[config.mk]
export PLATFORM = sky130hd
export DESIGN_NAME = lru_key_set_core
export DESIGN_NICKNAME = d
export VERILOG_FILES = /design/src/rtl/lks_pkg.sv /design/src/rtl/lru_key_set_core.sv /design/src/rtl/lks_ram.sv
export VERILOG_INCLUDE_DIRS = /design/src /design/src/rtl
export SDC_FILE = /design/constraint.sdc
export NUM_CORES = 1
export LEC_CHECK = 0
export BUFFER_PORTS_ARGS = -buffer_cell sky130_fd_sc_hd__buf_2
export CAP_MARGIN = 10
export CORE_MARGIN = 1
export CORE_UTILIZATION = 55
export CTS_CLUSTER_SIZE = 14
export DETAILED_ROUTE_END_ITERATION = 7
export PLACE_DENSITY = 0.72
export REMOVE_ABC_BUFFERS = 1
export SLEW_MARGIN = 30
export SYNTH_ARGS = -nofsm -noshare
export SYNTH_HDL_FRONTEND = slang
export SYNTH_SLANG_ARGS = --single-unit
[constraint.sdc]
create_clock -name aclk -period 9.1 [get_ports aclk]
set_input_delay 2.275 -clock aclk [delete_from_list [all_inputs] [get_ports aclk]]
set_output_delay 2.275 -clock aclk [all_outputs]
set_load 0.05 [all_outputs]
[src/rtl/assert_macros.svh]
// assertion macros shared by the rtl
`ifndef ASSERT_MACROS_SVH
`define ASSERT_MACROS_SVH

// same-cycle implication, disabled during reset
`define ASSERT_IMP(lbl, clk, rst_n, ante, cons) \
    lbl: assert property (@(posedge clk) disable iff (!(rst_n)) (ante) |-> (cons)) \
        else $error("implication check failed");

// next-cycle implication, disabled during reset
`define ASSERT_NXT(lbl, clk, rst_n, ante, cons) \
    lbl: assert property (@(posedge clk) disable iff (!(rst_n)) (ante) |=> (cons)) \
        else $error("next-cycle check failed");

`endif

[src/rtl/lks_pkg.sv]
// constants shared by the lru key set block
`timescale 1ns / 1ps
`default_nettype none

package lks_pkg;

    // default sizing
    localparam int unsigned DEPTH_DEF     = 16;
    localparam int unsigned KEY_WIDTH_DEF = 32;

    // fixed port widths
    localparam int unsigned CAP_W     = 5;
    localparam int unsigned FILL_W    = 5;
    localparam int unsigned IN_KEY_W  = 32;
    localparam int unsigned OUT_KEY_W = 32;

    // capacity after reset
    localparam logic [CAP_W-1:0] CAP_RESET = 5'd16;

endpackage

`default_nettype wire

[src/rtl/lru_key_set_core.sv]
// lru key set: recency list in ram, walked front to back once per word
// a word is taken only in idle; the result is registered when the walk ends on a
//   hit or at the list end, and the walk holds while a result is stalled
// one word in flight at a time: the single ram walk compares and shifts one
//   entry per cycle, unless a held result stalls it
// reset: synchronous active low; occupancy 0, capacity 16, no result held
`timescale 1ns / 1ps
`default_nettype none

`include "assert_macros.svh"

module lru_key_set_core #(
    parameter int unsigned DEPTH     = lks_pkg::DEPTH_DEF,
    parameter int unsigned KEY_WIDTH = lks_pkg::KEY_WIDTH_DEF
) (
    input  wire logic                           aclk,
    input  wire logic                           aresetn,
    input  wire logic                           cfg_wr_en,
    input  wire logic [lks_pkg::CAP_W-1:0]      cfg_wr_data,
    input  wire logic                           s_valid,
    output logic                                s_ready,
    input  wire logic [lks_pkg::IN_KEY_W-1:0]   s_access_key,
    output logic                                m_valid,
    input  wire logic                           m_ready,
    output logic                                m_was_hit,
    output logic                                m_did_evict,
    output logic      [lks_pkg::OUT_KEY_W-1:0]  m_evicted_key,
    output logic      [lks_pkg::FILL_W-1:0]     m_fill_count
);

    localparam int unsigned AW = (DEPTH > 1) ? $clog2(DEPTH) : 1;
    localparam int unsigned CW = $clog2(DEPTH + 1);
    localparam int unsigned MW = (CW > lks_pkg::CAP_W) ? CW : lks_pkg::CAP_W;

    typedef enum logic {ST_IDLE, ST_SCAN} state_t;

    state_t                          state_reg, state_next;
    logic [KEY_WIDTH-1:0]            key_reg, key_next;
    logic [KEY_WIDTH-1:0]            carry_reg, carry_next;
    logic [CW-1:0]                   idx_reg, idx_next;
    logic [CW-1:0]                   occ_reg, occ_next;
    logic [lks_pkg::CAP_W-1:0]       cap_reg, cap_next;
    logic                            m_valid_reg, m_valid_next;
    logic                            hit_reg, hit_next;
    logic                            evict_reg, evict_next;
    logic [lks_pkg::OUT_KEY_W-1:0]   evkey_reg, evkey_next;
    logic [lks_pkg::FILL_W-1:0]      fill_reg, fill_next;

    logic [MW-1:0]                   cap_ext, cap_eff;
    logic                            full, out_free, at_end, key_hit;
    logic                            finish, finish_evict;
    logic [CW-1:0]                   idx_inc;

    logic                            ram_we;
    logic [AW-1:0]                   ram_waddr, ram_raddr;
    logic [KEY_WIDTH-1:0]            ram_wdata, ram_rdata;

    // recency list, entry 0 most recent
    lks_ram #(
        .WIDTH (KEY_WIDTH),
        .DEPTH (DEPTH)
    ) u_list (
        .aclk    (aclk),
        .wr_en   (ram_we),
        .wr_addr (ram_waddr),
        .wr_data (ram_wdata),
        .rd_addr (ram_raddr),
        .rd_data (ram_rdata)
    );

    // effective capacity, clamped to 1..DEPTH
    always_comb begin
        cap_ext = MW'(cap_reg);
        cap_eff = cap_ext;
        if (cap_ext == '0) begin
            cap_eff = MW'(1);
        end else if (cap_ext > MW'(DEPTH)) begin
            cap_eff = MW'(DEPTH);
        end
    end

    assign full     = (MW'(occ_reg) >= cap_eff) && (occ_reg != '0);
    assign out_free = !m_valid_reg || m_ready;
    assign at_end   = (idx_reg == occ_reg);
    assign key_hit  = (ram_rdata == key_reg);
    assign idx_inc  = idx_reg + CW'(1);

    assign finish       = (state_reg == ST_SCAN) && out_free && (at_end || key_hit);
    assign finish_evict = (state_reg == ST_SCAN) && out_free && at_end && full;

    // walk: write the carried key at idx, carry the old entry onwards
    always_comb begin
        state_next   = state_reg;
        key_next     = key_reg;
        carry_next   = carry_reg;
        idx_next     = idx_reg;
        occ_next     = occ_reg;
        cap_next     = cfg_wr_en ? cfg_wr_data : cap_reg;
        m_valid_next = m_valid_reg && !m_ready;
        hit_next     = hit_reg;
        evict_next   = evict_reg;
        evkey_next   = evkey_reg;
        fill_next    = fill_reg;
        ram_we       = 1'b0;
        ram_waddr    = idx_reg[AW-1:0];
        ram_wdata    = carry_reg;
        ram_raddr    = '0;

        unique case (state_reg)
            ST_IDLE: begin
                if (s_valid) begin
                    key_next   = KEY_WIDTH'(s_access_key);
                    carry_next = KEY_WIDTH'(s_access_key);
                    idx_next   = '0;
                    state_next = ST_SCAN;
                end
            end
            ST_SCAN: begin
                if (!out_free) begin
                    // hold and keep the read data for idx fresh
                    ram_raddr = idx_reg[AW-1:0];
                end else if (at_end) begin
                    // miss: evict the tail or grow by one
                    ram_raddr    = idx_inc[AW-1:0];
                    m_valid_next = 1'b1;
                    hit_next     = 1'b0;
                    if (full) begin
                        evict_next = 1'b1;
                        evkey_next = lks_pkg::OUT_KEY_W'(carry_reg);
                        fill_next  = lks_pkg::FILL_W'(occ_reg);
                    end else begin
                        ram_we     = 1'b1;
                        occ_next   = occ_reg + CW'(1);
                        evict_next = 1'b0;
                        evkey_next = '0;
                        fill_next  = lks_pkg::FILL_W'(occ_reg + CW'(1));
                    end
                    state_next = ST_IDLE;
                end else begin
                    ram_raddr  = idx_inc[AW-1:0];
                    ram_we     = 1'b1;
                    carry_next = ram_rdata;
                    if (key_hit) begin
                        m_valid_next = 1'b1;
                        hit_next     = 1'b1;
                        evict_next   = 1'b0;
                        evkey_next   = '0;
                        fill_next    = lks_pkg::FILL_W'(occ_reg);
                        state_next   = ST_IDLE;
                    end else begin
                        idx_next = idx_inc;
                    end
                end
            end
            default: begin
                state_next = ST_IDLE;
            end
        endcase
    end

    // state, control and result registers
    always_ff @(posedge aclk) begin
        if (!aresetn) begin
            state_reg   <= ST_IDLE;
            occ_reg     <= '0;
            cap_reg     <= lks_pkg::CAP_RESET;
            m_valid_reg <= 1'b0;
        end else begin
            state_reg   <= state_next;
            occ_reg     <= occ_next;
            cap_reg     <= cap_next;
            m_valid_reg <= m_valid_next;
        end
        key_reg   <= key_next;
        carry_reg <= carry_next;
        idx_reg   <= idx_next;
        hit_reg   <= hit_next;
        evict_reg <= evict_next;
        evkey_reg <= evkey_next;
        fill_reg  <= fill_next;
    end

    // ports
    assign s_ready       = (state_reg == ST_IDLE);
    assign m_valid       = m_valid_reg;
    assign m_was_hit     = hit_reg;
    assign m_did_evict   = evict_reg;
    assign m_evicted_key = evkey_reg;
    assign m_fill_count  = fill_reg;

    // checks
    `ASSERT_IMP(a_occ_bound, aclk, aresetn, 1'b1, occ_reg <= CW'(DEPTH))
    `ASSERT_IMP(a_idx_in_list, aclk, aresetn, state_reg == ST_SCAN, idx_reg <= occ_reg)
    `ASSERT_IMP(a_evict_keeps_occ, aclk, aresetn, finish_evict, occ_next == occ_reg)
    `ASSERT_IMP(a_hit_no_evict, aclk, aresetn, m_valid_reg, !(hit_reg && evict_reg))
    `ASSERT_NXT(a_finish_loads_out, aclk, aresetn, finish, m_valid_reg && s_ready)

endmodule

`default_nettype wire

[src/rtl/lks_ram.sv]
// simple dual-port ram, one write and one registered read per cycle
`timescale 1ns / 1ps
`default_nettype none

module lks_ram #(
    parameter int unsigned WIDTH = lks_pkg::KEY_WIDTH_DEF,
    parameter int unsigned DEPTH = lks_pkg::DEPTH_DEF,
    localparam int unsigned AW   = (DEPTH > 1) ? $clog2(DEPTH) : 1
) (
    input  wire logic             aclk,
    input  wire logic             wr_en,
    input  wire logic [AW-1:0]    wr_addr,
    input  wire logic [WIDTH-1:0] wr_data,
    input  wire logic [AW-1:0]    rd_addr,
    output logic      [WIDTH-1:0] rd_data
);

    logic [WIDTH-1:0] mem [DEPTH];

    // write port and registered read port
    always_ff @(posedge aclk) begin
        if (wr_en) begin
            mem[wr_addr] <= wr_data;
        end
        rd_data <= mem[rd_addr];
    end

endmodule

`default_nettype wire

==> results of run 1 <==
[critical path, stage by stage]
cell and delay, ps:
buf_2 110, nor2b_1 590, o21ai_0 230, a21oi_1 580
nand2_1 640, buf_4 480, o32ai_1 380, a221o_1 170
[worst max-delay path by stage]
stage | startpoint | end
after global placement | m_ready | u_list.rd_data[21]$_DFF_P_
after global routing | m_ready | u_list.rd_data[1]$_DFF_P_
after floorplan | m_ready | u_list.rd_data[30]$_DFF_P_
after CTS | m_ready | u_list.rd_data[8]$_DFF_P_
final | m_ready | u_list.rd_data[1]$_DFF_P_
after detailed placement | m_ready | u_list.rd_data[8]$_DFF_P_
[cells by family (layout without fill, tap and decap cells)]
group                      after synthesis  count (layout)  share of synthesized area, %
DFF                                    664             664                          74.9
and+or+nand+nor                        619             619                          10.8
AOI/OAI and AO/OA                      158             158                          4.57
muxes                                  138             138                          5.62
buffers and inverters                  116             248                          2.03
xor gates and xnor gates                45              45                          1.51
adders and majority gates               11              11                         0.529
other                                    0               1                             0
[area by class of cell]
type | instances | area [um^2] | share of cell area (%)
Multi-Input combinational cell | 971 | 6180 | 21.2
Tap cell | 607 | 759 | 2.60
Sequential cell | 664 | 19500 | 66.7
Inverter | 13 | 51.3 | 0.175
Clock buffer | 103 | 1960 | 6.69
Antenna cell | 1 | 2.50 | 0.00856
Clock inverter | 19 | 93.8 | 0.321
Timing Repair Buffer | 113 | 688 | 2.35
[stage by stage]
step / utilization, % / cell area, um^2 / setup slack [ps] / setup TNS (ps) / power, mW
floorplan: - / 25600 / -540 / -12250 / 4.23
global placement: 58.1 / 27100 / 3620 / 0 / 4.44
detailed placement: 58.2 / 27100 / 3320 / 0 / 4.47
CTS: 62.6 / 29200 / 3930 / 0 / 7.03
global route: 62.7 / 29200 / 4050 / 0 / 7.23
finish: 62.7 / 29200 / 4170 / 0 / 7.01
[power by group]
part | total [mW] | leakage (nW) | internal [mW] | switching, mW
Combinational | 0.682 | 3.32 | 0.245 | 0.437
Sequential | 3.73 | 6.04 | 3.57 | 0.157
Clock | 2.60 | 1.01 | 1.48 | 1.12
[layer usage]
layer | part of all wire (%) | wire length (um) | GRT usage [%] | vias up
met4 | 3.7 | 2290 | 11.6 | 0
li1 | - | - | - | 6726
met3 | 7.4 | 4570 | 4.11 | 133
met5 | 0 | 0 | 0 | -
met1 | 40 | 24600 | 35.0 | 7702
met2 | 49 | 30400 | 42.6 | 654
[placed cells by master (no fill, tap or decap), types with 26 or more instances in the layout]
master	n
xor2_1	39
clkbuf_16	71
buf_2	82
buf_4	28
a31oi_1	63
clkbuf_1	26
o32ai_1	31
dfxtp_1	43
a221o_1	31
nand2_1	387
mux2_2	65
edfxtp_1	620
and3_1	158
mux2i_1	73
==> results.sh, run 1 <==
export IMPL_outcome="finished, violations left"
export IMPL_violations="DRC"
export IMPL_grt_pass1_wl_um=91400
export IMPL_synthTopCellsByCount="edfxtp_1 (620), nand2_1 (388), and3_1 (158)"
export IMPL_p_per_area_nw_per_um2=240
export IMPL_via_count=15215
export IMPL_slew_viol_final=0
export IMPL_relSlewSlack_pct=33.4
export IMPL_clock_path_buffers=3
export IMPL_ys_seq_area_share_pct=74.9
export IMPL_die_w_um=220
export IMPL_cts_htree_levels=3
export IMPL_fp_dieH_um=220
export IMPL_ir_drop_mv=0.121
export IMPL_finalHoldViolCount=0
export IMPL_holdWs_ps=505
export IMPL_routedWlPerCell_um=24.8
export IMPL_skew_ps=26.7
export IMPL_fillers=3400
export IMPL_synth_flop_cell="edfxtp_1"
export IMPL_r2r_end="u_list.mem[8][3]$_DFFE_PP_"
export IMPL_nets=1883
export IMPL_hold_path_class="reg2reg"
export IMPL_antenna_found_initial=1
export IMPL_die_area_um2=48200
export IMPL_place_hpwl_um=31200
export IMPL_portBuffers=82
export IMPL_period_needed_ps=4930
export IMPL_vias_per_cell=6.11
export IMPL_postCtsSetupBuffers=0
export IMPL_gp_congestion=0.807
export IMPL_finalCritPeriodShare_pct=54.2
export IMPL_yosys_warnings=0
export IMPL_synth_area_top_cells="edfxtp_1 (72%), nand2_1 (5.6%), and3_1 (3.8%), dfxtp_1 (3.4%), mux2_2 (2.8%)"
export IMPL_largest_register_ffs=512
export IMPL_rsz0062_at_grt="no"
export IMPL_io_pin_count=83
export IMPL_hold_end="state_reg$_SDFF_PN0_"
export IMPL_cp_max_fo=20
export IMPL_cts_sink_count=664
export IMPL_synth_area_um2=26000
export IMPL_setup_viol=0
export IMPL_hold_buffers=0
export IMPL_critPathKind="in2reg"
export IMPL_cap_violations=0
export IMPL_ant_nets=0
export IMPL_cts_resized=0
export IMPL_worst_r2r_path_depth=11
export IMPL_finalNonFillerCells=2491
export IMPL_ff2ff_setup_slack_ps=5120
export IMPL_grt_pass1_vias=14913
export IMPL_initial_utilization_pct=55.8
export IMPL_clkTransAtPathRegs_ps=60
export IMPL_cts_tree="built"
export IMPL_synth_cell_types=44
export IMPL_min_path_cells=2
export IMPL_drive_above_1_share_pct=15.8
export IMPL_cts_root_buf="clkbuf_16"
export IMPL_fmaxAchievable_ghz=0.203
export IMPL_yosys_area_top_type_share_pct=71.5
export IMPL_rows=79
export IMPL_track_usage_pct=26.2
export IMPL_clk_latency_ps=600
export IMPL_synth_most_common_cell="edfxtp_1"
export IMPL_synth_ff_latch_count=664
export IMPL_dp_cells=2366
export IMPL_start_kind="input port"
export IMPL_routed_wl_um=61800
export IMPL_largest_register="u_list.mem"
export IMPL_syn_instance_count=1751
export IMPL_ys_async_sr_fraction_pct=0
export IMPL_drtIter0Drc=1597
export IMPL_drc=2
export IMPL_overflow=0
export IMPL_tightest_slew_ps=999
export IMPL_synth_edf_count=620
export IMPL_timing_rr_start="cap_ext[1]$_SDFFE_PN0P_"
export IMPL_synth_largest_area_cell="edfxtp_1"
export IMPL_avgSynthCellArea_um2=14.9
export IMPL_endpoint_kind="flip-flop"
export IMPL_area_growth_pct=12.3
export IMPL_drt_first_pass_iters=7
export IMPL_grt_max_degree=163
export IMPL_core_area_um2=46700
export IMPL_arrival_ps=5470
export IMPL_p_leak_nw=10.4
export IMPL_worstPathRequired_ps=9640
export IMPL_cts_buffers=67
export IMPL_min_from="state_reg$_SDFF_PN0_"
(Power assumes the default switching activity.)
==> inputs of run 2 (changes only) <==
--- a/config.mk
+++ b/config.mk
@@ -12,7 +12,7 @@
 export CORE_UTILIZATION = 55
 export CTS_CLUSTER_SIZE = 14
 export DETAILED_ROUTE_END_ITERATION = 7
-export PLACE_DENSITY = 0.72
+export PLACE_DENSITY = 0.75
 export REMOVE_ABC_BUFFERS = 1
 export SLEW_MARGIN = 30
 export SYNTH_ARGS = -nofsm -noshare
==> constraint.sdc (replaced) <==
create_clock -name aclk -period 4.2 [get_ports aclk]
set_input_delay 1.05 -clock aclk [delete_from_list [all_inputs] [get_ports aclk]]
set_output_delay 1.05 -clock aclk [all_outputs]
set_load 0.05 [all_outputs]
==> run 2 against run 1 <==
  * The run still ends with DRC left
  * Clock skew up 5.1 ps
  * Combinational power up 130%
  * Clock-buffer cell count down 6
  * Sequential power up 120%
  * Wire length down 0.99%
  * First-iteration DRC count up 7.5%
  * Sequential share of layout area down 1.0 points
  * Critical path depth up 3
==> results.sh, run 2 (same netlist as run 1, synthesis figures left out) <==
export IMPL_worst_path_buf_inv=1
export IMPL_largest_register="u_list.mem"
export IMPL_overflow=0
export IMPL_grt_pass1_wl_um=91100
export IMPL_antenna_found_initial=0
export IMPL_gp_congestion=0.803
export IMPL_finalCritPeriodShare_pct=83.8
export IMPL_nets=1899
export IMPL_drive_above_1_share_pct=16.8
export IMPL_layout_common_cells="edfxtp_1 (620), nand2_1 (387), and3_1 (158), buf_2 (82), mux2i_1 (73)"
export IMPL_place_hpwl_um=34100
export IMPL_cts_resized=0
export IMPL_place_area_um2=27500
export IMPL_arrival_ps=3790
export IMPL_core_area_um2=46700
export IMPL_skew_ps=31.7
export IMPL_drtIter0Drc=1717
export IMPL_routed_wl_um=61200
export IMPL_violations="DRC"
export IMPL_clkTransAtPathRegs_ps=60
export IMPL_cts_root_buf="clkbuf_16"
export IMPL_rows=79
export IMPL_die_area_um2=48200
export IMPL_area_growth_pct=14.1
export IMPL_grt_max_degree=105
export IMPL_clock_path_buffers=3
export IMPL_start_kind="flip-flop"
export IMPL_vias_per_cell=6.09
export IMPL_fmaxAchievable_ghz=0.284
export IMPL_setup_viol=0
export IMPL_finalHoldViolCount=0
export IMPL_cts_htree_levels=3
export IMPL_p_per_area_nw_per_um2=529
export IMPL_worstPathRequired_ps=4480
export IMPL_rsz0062_at_grt="no"
export IMPL_n_antenna_cell=0
export IMPL_period_needed_ps=3520
export IMPL_cts_sink_count=664
export IMPL_track_usage_pct=25.9
export IMPL_via_count=15251
export IMPL_design_area_um2=29700
export IMPL_final_util_pct=63.6
export IMPL_hold_buffers=0
export IMPL_routedWlPerCell_um=24.5
export IMPL_initial_utilization_pct=55.8
export IMPL_cts_buffers=67
export IMPL_drc=2
export IMPL_io_pin_count=83
export IMPL_holdWs_ps=529
export IMPL_outcome="finished, violations left"
export IMPL_relSlewSlack_pct=36.9
export IMPL_drt_first_pass_iters=8
export IMPL_cap_violations=0
export IMPL_cp_max_fo=21
export IMPL_slowest_stage="nor2_4"
export IMPL_hold_path_class="reg2reg"
export IMPL_max_stage_delay_ps=570
export IMPL_endpoint_kind="flip-flop"
export IMPL_ant_nets=0
export IMPL_layout_commonest_cell="edfxtp_1"
export IMPL_p_leak_nw=10.6
export IMPL_fp_dieH_um=220
export IMPL_largest_register_ffs=512
export IMPL_clk_latency_ps=600
export IMPL_cts_tree="built"
export IMPL_critPathKind="reg2reg"
export IMPL_slew_viol_final=0
export IMPL_grt_pass1_vias=14986
export IMPL_ir_drop_mv=0.361
export IMPL_postCtsSetupBuffers=0
export IMPL_portBuffers=82
export IMPL_tightest_slew_ps=946
export IMPL_fillers=3260
export IMPL_critPathTopFamily="compound AO/OA/AOI/OAI gates"
export IMPL_crit_chain="nor3_1, nor2_1, nor2_1, ha_1, nand2b_1, a21o_1, a21o_1, a21oi_1, o211ai_1, nor2_4, buf_12"
export IMPL_die_w_um=220
-- run 2: cell count changes in the layout (fill, tap and decap cells not counted), sizes merged --
cell | before | now
clkbuf | 103 | 97
diode | 1 | 0
clkinv | 19 | 15
clkinvlp | 0 | 1
inv | 13 | 12
buf | 113 | 129
bufinv | 0 | 7
-- run 2: worst min-delay path, cell delays in order (launching register included) --
cell and delay, ps:
dfxtp_1 350, mux2i_1 70, nor2_1 80
-- run 2: layout make-up --
| type | count | area [um^2] | area share (%) |
|---|---|---|---|
| clock inverters | 22 | 285 | 0.961 |
| clock buffers | 97 | 1940 | 6.55 |
| flip-flops and latches | 664 | 19500 | 65.7 |
| multi-input cells | 971 | 6160 | 20.8 |
| well taps | 607 | 759 | 2.56 |
| repair buffers | 129 | 988 | 3.33 |
| inverters | 13 | 48.8 | 0.164 |
-- run 2: final timing paths --
| path | cells after the start | start | to | slack (ps) |
|---|---|---|---|---|
| max | 11 | cap_ext[1]$_SDFFE_PN0P_ | u_list.mem[8][9]$_DFFE_PP_ | 680 |
| min | 2 | cap_ext[1]$_SDFFE_PN0P_ | cap_ext[1]$_SDFFE_PN0P_ | 530 |
| max reg2reg | 11 | cap_ext[1]$_SDFFE_PN0P_ | u_list.mem[8][9]$_DFFE_PP_ | 680 |
| min reg2reg | 2 | cap_ext[1]$_SDFFE_PN0P_ | cap_ext[1]$_SDFFE_PN0P_ | 530 |
-- run 2: power by group --
| part | internal, mW | switching (mW) | total [mW] |
|---|---|---|---|
| registers | 7.73 | 0.360 | 8.09 |
| logic | 0.581 | 0.976 | 1.56 |
| clock network | 3.64 | 2.41 | 6.06 |
-- run 2: metal layers --
layer	routed length [um]	vias up	part of all wire (%)	global-route usage (%)
li1	-	6775	-	-
met1	24300	7623	40	35.3
met2	29700	729	49	41.3
met3	5250	124	8.6	4.49
met4	2010	0	3.3	11.0
met5	0	-	0	0
-- run 2: through the flow --
step,worst slack (ps),TNS (ps),power (mW),instances
floorplan,-4410,-323750,9.17,1648
global route,468,0,16.2,2503
global placement,682,0,9.71,2384
detailed placement,576,0,9.77,2384
CTS,675,0,15.8,2503
finish,681,0,15.7,2503
==> inputs of run 3 (changes only) <==
==> constraint.sdc (replaced) <==
create_clock -name aclk -period 3.15 [get_ports aclk]
set_input_delay 0.7875 -clock aclk [delete_from_list [all_inputs] [get_ports aclk]]
set_output_delay 0.7875 -clock aclk [all_outputs]
set_load 0.05 [all_outputs]
==> run 3 against run 2 <==
  * The flow still finishes with violations (DRC)
  * Register-to-register slack got worse by 360 ps
  * Sequential power rose by 33%
  * Die area did not move
  * Combinational power increased by 45%
  * Flip-flop and latch count is the same
  * Via count increased by 0.64%
  * Non-clock buffer count is 52 higher
  * Worst setup slack got worse by 360 ps
  * First-iteration DRC count decreased by 6.6%
  * Clock power increased by 15%
  * Core utilization increased by 0.67 points
  * Largest cell class unchanged
  * Largest power group unchanged
==> results.sh, run 3 (same netlist as run 1, synthesis figures left out) <==
export IMPL_dp_cells=2436
export IMPL_portBuffers=82
export IMPL_vias_per_cell=6.02
export IMPL_antenna_found_initial=1
export IMPL_nets=1945
export IMPL_initial_utilization_pct=55.8
export IMPL_cts_tree="built"
export IMPL_setup_viol=0
export IMPL_cp_max_fo=21
export IMPL_p_leak_nw=10.7
export IMPL_grt_pass1_wl_um=91100
export IMPL_layout_common_cells="edfxtp_1 (620), nand2_1 (387), and3_1 (158), buf_2 (82), mux2i_1 (73)"
export IMPL_fp_dieH_um=220
export IMPL_largest_register_ffs=512
export IMPL_rows=79
export IMPL_area_growth_pct=15.3
export IMPL_largest_register="u_list.mem"
export IMPL_clkTransAtPathRegs_ps=70
export IMPL_clk_latency_ps=640
export IMPL_outcome="finished, violations left"
export IMPL_cts_sink_count=664
export IMPL_fmaxAchievable_ghz=0.353
export IMPL_ir_drop_mv=0.491
export IMPL_worstPathRequired_ps=3710
export IMPL_n_antenna_cell=0
export IMPL_cap_violations=0
export IMPL_ant_nets=0
export IMPL_hold_buffers=0
export IMPL_overflow=0
export IMPL_routedWlPerCell_um=24.2
export IMPL_finalHoldViolCount=0
export IMPL_start_kind="flip-flop"
export IMPL_die_area_um2=48200
export IMPL_die_w_um=220
export IMPL_track_usage_pct=25.8
export IMPL_cts_htree_levels=2
export IMPL_drtIter0Drc=1604
export IMPL_relSlewSlack_pct=40.4
export IMPL_period_needed_ps=2830
export IMPL_place_hpwl_um=36700
export IMPL_arrival_ps=3400
export IMPL_grt_pass1_vias=15141
export IMPL_postCtsSetupBuffers=0
export IMPL_violations="DRC"
export IMPL_cts_buffers=61
export IMPL_via_count=15348
export IMPL_cts_root_buf="clkbuf_16"
export IMPL_p_per_area_nw_per_um2=668
export IMPL_drive_above_1_share_pct=18.3
export IMPL_endpoint_kind="flip-flop"
export IMPL_gp_congestion=0.827
export IMPL_core_area_um2=46700
export IMPL_rsz0062_at_grt="no"
export IMPL_layout_commonest_cell="edfxtp_1"
export IMPL_finalCritPeriodShare_pct=89.9
export IMPL_grt_max_degree=99
export IMPL_io_pin_count=83
export IMPL_hold_path_class="in2reg"
export IMPL_tightest_slew_ps=893
export IMPL_critPathKind="reg2reg"
export IMPL_drt_first_pass_iters=8
export IMPL_cts_resized=0
export IMPL_skew_ps=23.5
export IMPL_final_util_pct=64.3
export IMPL_slew_viol_final=0
export IMPL_drc=2
export IMPL_routed_wl_um=61600
export IMPL_clock_path_buffers=3
export IMPL_fillers=3233
export IMPL_finalNonFillerCells=2549
## run 3: cell count changes in the layout (fill, tap and decap cells not counted), moves of 6 or more
cell	change
clkbuf_8	-6
clkinv_1	+15
clkbuf_1	-7
clkbuf_16	-10
buf_12	+22
buf_4	+29
## run 3: metal layers
metal / vias up / part of all wire (%) / track usage [%]
met1: 7680 / 40 / 34.4
li1: 6843 / - / -
met2: 657 / 48 / 41.5
met5: - / 0.021 / 0
met3: 166 / 7.8 / 4.78
met4: 2 / 4.4 / 11.6
## run 3: final cells by class
| type | count | area (um^2) | share of cell area (%) |
|---|---|---|---|
| clock buffers | 74 | 1590 | 5.28 |
| inverters | 13 | 48.8 | 0.163 |
| well taps | 607 | 759 | 2.53 |
| clock inverters | 39 | 270 | 0.901 |
| flip-flops and latches | 664 | 19500 | 65.0 |
| multi-input cells | 971 | 6160 | 20.5 |
| repair buffers | 181 | 1670 | 5.58 |
## run 3: final timing paths
check | from | to | slack, ps | depth (start not counted)
worst max register to register | idx_reg[1]$_SDFFCE_PN0P_ | u_list.rd_data[14]$_DFF_P_ | 320 | 7
worst min-delay path | s_access_key[2] | key_reg[2]$_DFFE_PP_ | 340 | 1
worst max-delay path | idx_reg[1]$_SDFFCE_PN0P_ | u_list.rd_data[14]$_DFF_P_ | 320 | 7
worst min register to register | cap_ext[0]$_SDFFE_PN0P_ | cap_ext[0]$_SDFFE_PN0P_ | 510 | 2
## run 3: worst max-delay path: stages, from the launching register on
cell and delay [ps]:
edfxtp_1 360, ha_1 250, inv_1 70, or3_1 350, a21oi_1 360, nor2b_4 820, buf_4 360, a221o_1 190
## run 3: report_power, final
part / internal [mW] / leakage (nW) / switching [mW]
clock network: 3.81 / 0.913 / 3.17
logic: 0.907 / 3.80 / 1.35
registers: 10.3 / 6.04 / 0.482
total: 15.0 / 10.7 / 5.00
## run 3: stage by stage
step                      total power [mW]  hold WS, ps  setup TNS [ps]  worst slack, ps  area [um^2]
after floorplan                       12.2          461         -953110            -5460        25600
after global placement                13.1          487               0              127        28100
after detailed placement              13.2          495               0             37.0        28100
after CTS                             20.1          316               0              357        30000
after global routing                  20.6          322               0              241        30000
final                                 20.0          338               0              318        30000
